## config.mk

```make
export PLATFORM = sky130hd
export DESIGN_NAME = plotter_binary_command_encoder_unit
export DESIGN_NICKNAME = d
export VERILOG_FILES = /design/src/rtl/core/pbce_pkg.sv /design/src/rtl/core/plotter_binary_command_encoder_unit.sv
export SDC_FILE = /design/constraint.sdc
export NUM_CORES = 1
export LEC_CHECK = 0
export ABC_AREA = 0
export BUFFER_PORTS_ARGS = -buffer_cell sky130_fd_sc_hd__buf_2
export CAP_MARGIN = 20
export CORE_ASPECT_RATIO = 1.5
export CORE_MARGIN = 10
export CORE_UTILIZATION = 40
export DETAILED_ROUTE_END_ITERATION = 8
export GPL_TIMING_DRIVEN = 0
export SYNTH_ARGS = -nofsm -noshare
export SYNTH_HDL_FRONTEND = slang
export SYNTH_SLANG_ARGS = --single-unit
```

## constraint.sdc

```tcl
create_clock -name clk -period 7.46 [get_ports clk]
set_clock_uncertainty 0.05 [all_clocks]
set_input_delay 0.373 -clock clk [delete_from_list [all_inputs] [get_ports clk]]
set_output_delay 0.373 -clock clk [all_outputs]
set_load 0.01 [all_outputs]
```

## src/rtl/core/pbce_pkg.sv

```systemverilog
// Package for the plotter binary command encoder.
// Holds op codes, command byte constants and the byte packing helpers.
// No dependencies.
`timescale 1ns / 1ps

package pbce_pkg;

  localparam logic [2:0] OP_MOVE  = 3'd0;
  localparam logic [2:0] OP_DRAW  = 3'd1;
  localparam logic [2:0] OP_DOT   = 3'd2;
  localparam logic [2:0] OP_PEN   = 3'd3;
  localparam logic [2:0] OP_SPEED = 3'd4;

  localparam logic [6:0] CMD_MOVE   = 7'h70;
  localparam logic [6:0] CMD_DRAW   = 7'h71;
  localparam logic [6:0] CMD_PEN    = 7'h76;
  localparam logic [6:0] CMD_ESCAPE = 7'h7E;
  localparam logic [6:0] CMD_SPEED  = 7'h56;

  localparam logic [6:0] LEAD_BIAS = 7'd96;
  localparam logic [5:0] SPEED_MAX = 6'd36;
  localparam logic [2:0] PEN_MAX   = 3'd4;
  localparam logic [2:0] PEN_DFLT  = 3'd1;

  // single-byte number: low six bits, plus 64 when below 32
  function automatic logic [6:0] sbn(input logic [5:0] n);
    sbn = {~n[5], n};
  endfunction

  // lead byte of a coordinate pair
  function automatic logic [6:0] lead(input logic [3:0] v);
    lead = LEAD_BIAS + {3'b000, v};
  endfunction

endpackage

```

## src/rtl/core/plotter_binary_command_encoder_unit.sv

```systemverilog
// Top level of the plotter binary command encoder.
// Depends on pbce_pkg for op codes, command bytes and packing helpers.
`timescale 1ns / 1ps

// A command is taken when start is high and busy is low. It then produces its
// bytes one per clock cycle, each shown for one cycle with out_strobe high and
// out_last_byte high on the final one: 2 bytes for move or draw with small
// coordinates up to 6, up to 18 for a dot, 2 for pen select, 3 for set speed.
// The command is registered, then its first byte at the outputs. busy drops in
// the cycle that produces the final byte, so the next command can follow with
// no gap in the byte stream. Op codes 5 to 7 produce no bytes. The receiver
// must take every byte as it comes; there is no way to hold the output.
module plotter_binary_command_encoder_unit (
  input  logic        clk,
  input  logic        rst_n,
  input  logic        start,
  output logic        busy,
  input  logic [2:0]  in_op,
  input  logic [13:0] in_x_coord,
  input  logic [13:0] in_y_coord,
  input  logic [2:0]  in_pen_number,
  input  logic [5:0]  in_speed_value,
  output logic        out_strobe,
  output logic [6:0]  out_data_byte,
  output logic        out_last_byte
);

  logic        act_r, act_nxt;
  logic [1:0]  seg_r, seg_nxt;
  logic [2:0]  sub_r, sub_nxt;
  logic [2:0]  op_r, op_nxt;
  logic [13:0] x_r, x_nxt;
  logic [13:0] y_r, y_nxt;
  logic [2:0]  pen_r, pen_nxt;
  logic [5:0]  spd_r, spd_nxt;
  logic        strobe_r, strobe_nxt;
  logic [6:0]  data_r, data_nxt;
  logic        last_r, last_nxt;

  logic        accept;
  logic [13:0] m;
  logic [2:0]  plen;
  logic [6:0]  pb [5];
  logic [6:0]  cmd;
  logic [6:0]  cur_byte;
  logic        sub_last;
  logic        seg_last;
  logic        fin;
  logic [2:0]  pen_c;
  logic [5:0]  spd_c;

  // pack the held coordinate pair
  always_comb begin
    m = (y_r > x_r) ? y_r : x_r;
    for (int i = 0; i < 5; i++) begin
      pb[i] = 7'd0;
    end
    if (m < 14'd4) begin
      plen  = 3'd1;
      pb[0] = pbce_pkg::LEAD_BIAS + {3'b000, x_r[1:0], y_r[1:0]};
    end else if (m < 14'd32) begin
      plen  = 3'd2;
      pb[0] = pbce_pkg::lead(x_r[4:1]);
      pb[1] = pbce_pkg::sbn({x_r[0], y_r[4:0]});
    end else if (m < 14'd256) begin
      plen  = 3'd3;
      pb[0] = pbce_pkg::lead(x_r[7:4]);
      pb[1] = pbce_pkg::sbn({x_r[3:0], y_r[7:6]});
      pb[2] = pbce_pkg::sbn(y_r[5:0]);
    end else if (m < 14'd2048) begin
      plen  = 3'd4;
      pb[0] = pbce_pkg::lead(x_r[10:7]);
      pb[1] = pbce_pkg::sbn(x_r[6:1]);
      pb[2] = pbce_pkg::sbn({x_r[0], y_r[10:6]});
      pb[3] = pbce_pkg::sbn(y_r[5:0]);
    end else begin
      plen  = 3'd5;
      pb[0] = pbce_pkg::lead(x_r[13:10]);
      pb[1] = pbce_pkg::sbn(x_r[9:4]);
      pb[2] = pbce_pkg::sbn({x_r[3:0], y_r[13:12]});
      pb[3] = pbce_pkg::sbn(y_r[11:6]);
      pb[4] = pbce_pkg::sbn(y_r[5:0]);
    end
  end

  // select the current byte
  always_comb begin
    cmd      = pbce_pkg::CMD_MOVE;
    cur_byte = 7'd0;
    sub_last = 1'b1;
    seg_last = 1'b1;
    case (op_r)
      pbce_pkg::OP_MOVE, pbce_pkg::OP_DRAW, pbce_pkg::OP_DOT: begin
        if (op_r == pbce_pkg::OP_DRAW) begin
          cmd = pbce_pkg::CMD_DRAW;
        end else if (op_r == pbce_pkg::OP_DOT && seg_r == 2'd1) begin
          cmd = pbce_pkg::CMD_DRAW;
        end
        case (sub_r)
          3'd0:    cur_byte = cmd;
          3'd1:    cur_byte = pb[0];
          3'd2:    cur_byte = pb[1];
          3'd3:    cur_byte = pb[2];
          3'd4:    cur_byte = pb[3];
          3'd5:    cur_byte = pb[4];
          default: cur_byte = 7'd0;
        endcase
        sub_last = (sub_r == plen);
        seg_last = (op_r != pbce_pkg::OP_DOT) || (seg_r == 2'd2);
      end
      pbce_pkg::OP_PEN: begin
        cur_byte = (sub_r == 3'd0) ? pbce_pkg::CMD_PEN : pbce_pkg::sbn({3'b000, pen_r});
        sub_last = (sub_r == 3'd1);
      end
      pbce_pkg::OP_SPEED: begin
        case (sub_r)
          3'd0:    cur_byte = pbce_pkg::CMD_ESCAPE;
          3'd1:    cur_byte = pbce_pkg::CMD_SPEED;
          default: cur_byte = pbce_pkg::sbn(spd_r);
        endcase
        sub_last = (sub_r == 3'd2);
      end
      default: begin
        cur_byte = 7'd0;
      end
    endcase
    fin = sub_last && seg_last;
  end

  assign busy   = act_r && !fin;
  assign accept = start && !busy;

  // clamp speed to 1..SPEED_MAX, default an out-of-range pen, on the way in
  always_comb begin
    pen_c = (in_pen_number > pbce_pkg::PEN_MAX) ? pbce_pkg::PEN_DFLT : in_pen_number;
    if (in_speed_value > pbce_pkg::SPEED_MAX) begin
      spd_c = pbce_pkg::SPEED_MAX;
    end else if (in_speed_value == 6'd0) begin
      spd_c = 6'd1;
    end else begin
      spd_c = in_speed_value;
    end
  end

  // sequencing
  always_comb begin
    act_nxt = act_r;
    seg_nxt = seg_r;
    sub_nxt = sub_r;
    op_nxt  = op_r;
    x_nxt   = x_r;
    y_nxt   = y_r;
    pen_nxt = pen_r;
    spd_nxt = spd_r;
    if (accept) begin
      act_nxt = (in_op <= pbce_pkg::OP_SPEED);
      seg_nxt = 2'd0;
      sub_nxt = 3'd0;
      op_nxt  = in_op;
      x_nxt   = in_x_coord;
      y_nxt   = in_y_coord;
      pen_nxt = pen_c;
      spd_nxt = spd_c;
    end else if (act_r) begin
      if (fin) begin
        act_nxt = 1'b0;
      end else if (sub_last) begin
        sub_nxt = 3'd0;
        seg_nxt = seg_r + 2'd1;
      end else begin
        sub_nxt = sub_r + 3'd1;
      end
    end
    strobe_nxt = act_r;
    data_nxt   = cur_byte;
    last_nxt   = act_r && fin;
  end

  always_ff @(posedge clk) begin
    if (!rst_n) begin
      act_r    <= 1'b0;
      seg_r    <= 2'd0;
      sub_r    <= 3'd0;
      strobe_r <= 1'b0;
      last_r   <= 1'b0;
    end else begin
      act_r    <= act_nxt;
      seg_r    <= seg_nxt;
      sub_r    <= sub_nxt;
      strobe_r <= strobe_nxt;
      last_r   <= last_nxt;
    end
  end

  always_ff @(posedge clk) begin
    op_r   <= op_nxt;
    x_r    <= x_nxt;
    y_r    <= y_nxt;
    pen_r  <= pen_nxt;
    spd_r  <= spd_nxt;
    data_r <= data_nxt;
  end

  assign out_strobe    = strobe_r;
  assign out_data_byte = data_r;
  assign out_last_byte = last_r;

  a_first_byte: assert property (@(posedge clk) disable iff (!rst_n)
    (start && !busy && in_op <= pbce_pkg::OP_SPEED) |-> ##2 out_strobe)
    else $error("accepted transaction produced no first byte");

  a_busy_emits: assert property (@(posedge clk) disable iff (!rst_n)
    busy |=> (out_strobe && !out_last_byte))
    else $error("busy without a non-final byte following");

  a_mid_byte_busy: assert property (@(posedge clk) disable iff (!rst_n)
    (out_strobe && !out_last_byte) |-> $past(busy))
    else $error("non-final byte while not busy");

  a_last_strobed: assert property (@(posedge clk) disable iff (!rst_n)
    (out_strobe && out_last_byte) |=> !(out_strobe && !out_last_byte && !$past(busy)))
    else $error("byte stream continued after final byte without a new transaction");

endmodule

```

==> results.yml <==
outcome:
  outcome: "complete, no violations"
timing:
  min_period_ns: 4.374
  slew_violations: 0
  fin_tns_setup_ns: 0
  relSlewSlack_pct: 33.63
  setup_violations: 0
  timing.fmax_ghz: 0.2286
  worstMarginPinSlew_ns: 0.9848
  rsz0062_at_grt: "no"
  min_period_over_period_pct: 58.63
  finalHoldViolations: 0
yosys:
  yosys.area_share.simple_pct: 15.83
  synth_seq_area_share_pct: 43.09
  synthCells: 365
  synth_edf_count: 40
  synth_flop_cell: "edfxtp_1"
  synthAdderAreaFrac_pct: 7.540
  muxShareOfSynthArea_pct: 5.458
  synth_fp_nets: 429
  yosys_warnings: 0
  async_flop_share_pct: 0
  synth-xor-area-share_pct: 0
  ys_ff_latch: 55
  yosysUniqueCellTypes: 62
  syn_area_mm2: 0.003485
  avgSynthCellArea_um2: 9.547
  synth_top_family_by_area: "compound AO/OA/AOI/OAI gates"
  synth-compound-area-share_pct: 22.41
global_route:
  grt_pass1_wl_mm: 16.37
  globalRouteOverflowTotal: 0
  grt_usage_pct: 16.37
  grt_antenna_before_repair: 0
  grt_max_degree: 24
  grt_pass1_vias: 3159
layout:
  final_cell_mix: "57 x buf_2, 40 x edfxtp_1, 29 x o21ai_0, 28 x nand2_1, 27 x inv_1"
  drive_above_1_share_pct: 19.25
  antenna-diode-count: 0
  nets: 489
  area_delta_synth_final_pct: 17.34
  fillers: 835
  final_cells: 533
  final_common_cell: "buf_2"
  fin_area_mm2: 0.004089
run:
  drv_cap: 0
placed_design:
  gp_congestion: 0.9776
  place_area_mm2: 0.003921
  io_buffers: 52
  placedCellCount: 525
  hpwl_mm: 8.103
clock_network:
  clk_pin_slew_worst_paths_ns: 0.07
  clk_path_buf_depth: 2
  clkSinkCount: 55
  cts_resized: 0
  holdBufCountCts: 0
  htree_levels: 2
  numCtsBuffers: 5
  postCtsSetupRepairBufs: 0
  root_buffer: "clkbuf_16"
  cts_tree: "built"
  insertion_delay_ns: 0.30
floorplan:
  num_rows: 41
  die-area_mm2: 0.01292
  fp.dieH_um: 134.3
  die_w_um: 96.21
  core_mm2: 0.008464
  ios: 53
  start_util_pct: 41.17
route:
  route.met3.wl_um: 456
  routed_wl_mm: 10.41
  drt_iter0_markers: 242
  firstDrtPassIters: 5
  wl_met1_mm: 4.048
  wl_per_cell_um: 19.53
  routed.top_layer: "met4"
  route.met2.wl_mm: 5.410
  remaining_drc_errors: 0
  vias: 3107
  antenna_left: 0
  vias_per_cell: 5.829
critical_path:
  crit_family: "simple AND/OR/NAND/NOR gates"
  path_max_fanout: 23
  critPathBufInv: 3
  critPathCaptureType: "register"
  cp.required_ns: 7.42
  setup.worst_path.class: "reg2reg"
  critical-path-max-stage-delay_ns: 0.51
  worst_path_max_delay_cell: "edfxtp_1"
  critPathArrivalTime_ns: 4.33
  worstSetupStartpointType: "register"
  path_cells: "ha_1, nand4_1, or3_1, o32ai_2, buf_6, mux2_2, o221ai_1, nand3b_1, o21ai_1, inv_1, nor2_4, buf_16"
worst_hold_path:
  min_path_type: "in2reg"
power:
  p_leak_nw: 1.652
  p_per_area_mw_per_mm2: 187.6
  peakVddDrop_mv: 0.1307
-- flip-flops by register name, indices dropped and copies added (netlist names) --
name / cells
y_r: 14
seg_r: 2
out_strobe: 1
sub_r: 3
pen_r: 3
out_data_byte: 7
spd_r: 6
act_r: 1
out_last_byte: 1
op_r: 3
x_r: 14
-- cells in the mapped netlist, types with 2 or more instances --
master	instances	area, um^2
edfxtp_1	40	1201
nor3b_1	2	15.01
a21oi_1	24	120.1
a311oi_1	2	17.52
a21boi_0	3	22.52
dfxtp_1	15	300.3
buf_6	3	33.78
or3_1	5	31.28
mux2i_2	2	27.53
and3_1	2	12.51
a32oi_1	4	35.03
mux2_2	2	22.52
o221a_2	2	22.52
mux2i_1	14	140.1
and2_1	3	18.77
a21o_1	3	22.52
buf_2	5	25.02
nand4_1	5	31.28
ha_1	21	262.8
a22oi_1	4	30.03
o21ai_1	3	15.01
nor2b_1	12	75.07
o221ai_1	2	17.52
o21ai_0	29	145.1
nor3_1	14	70.07
o22ai_1	2	12.51
nand3_1	12	60.06
o211ai_1	5	37.54
nand2b_1	4	25.02
a211oi_1	5	37.54
nor2_1	18	67.56
clkbuf_1	8	30.03
a31oi_1	8	50.05
inv_1	27	101.4
nand2_1	28	105.1
-- path summary, 6_finish.rpt --
check | from | endpoint | slack (ns) | cells past startpoint
min reg2reg | seg_r[1] | seg_r[1] | 0.46 | 2
max reg2reg | y_r[10] | x_r[4] | 3.09 | 12
max | y_r[10] | x_r[4] | 3.09 | 12
min | in_x_coord[13] | x_r[13] | 0.19 | 1
-- power by group --
part	internal [mW]	switching, mW
logic	0.0532	0.0750
registers	0.351	0.0192
clock network	0.160	0.109
total	0.564	0.203
-- routing by layer --
metal,vias up,GRT usage (%)
li1,1498,-
met1,1475,17.78
met2,103,28.32
met3,31,3.017
met4,0,9.457
met5,-,0
-- cell type report --
class	instances	area [um^2]	share of cell area, %
plain buffers	17	92.59	2.264
clock buffers	6	128.9	3.152
clock inverters	2	38.79	0.9486
inverters	28	105.1	2.570
multi-input cells	265	1800	44.03
flip-flops and latches	55	1501	36.72
well taps	107	133.9	3.274
repair buffers	53	287.8	7.038
-- kinds of logic after synthesis --
group,count (synthesis)
compound gates,116
fa+ha+maj,21
buf+inv,45
flops,55
mux,18
simple gates,110
-- metrics by stage --
step	total power, mW	worst slack, ns	hold slack [ns]	util [%]
after floorplan	0.4519	2.438	0.4181	-
after global placement	0.5000	1.379	0.4333	45.82
after detailed placement	0.5045	3.063	0.4539	46.33
after CTS	0.7742	3.044	0.1872	48.31
after global routing	0.7986	2.873	0.1880	48.31
final	0.7671	3.086	0.1926	48.31
No activity file was read; power rests on OpenSTA's default activity.
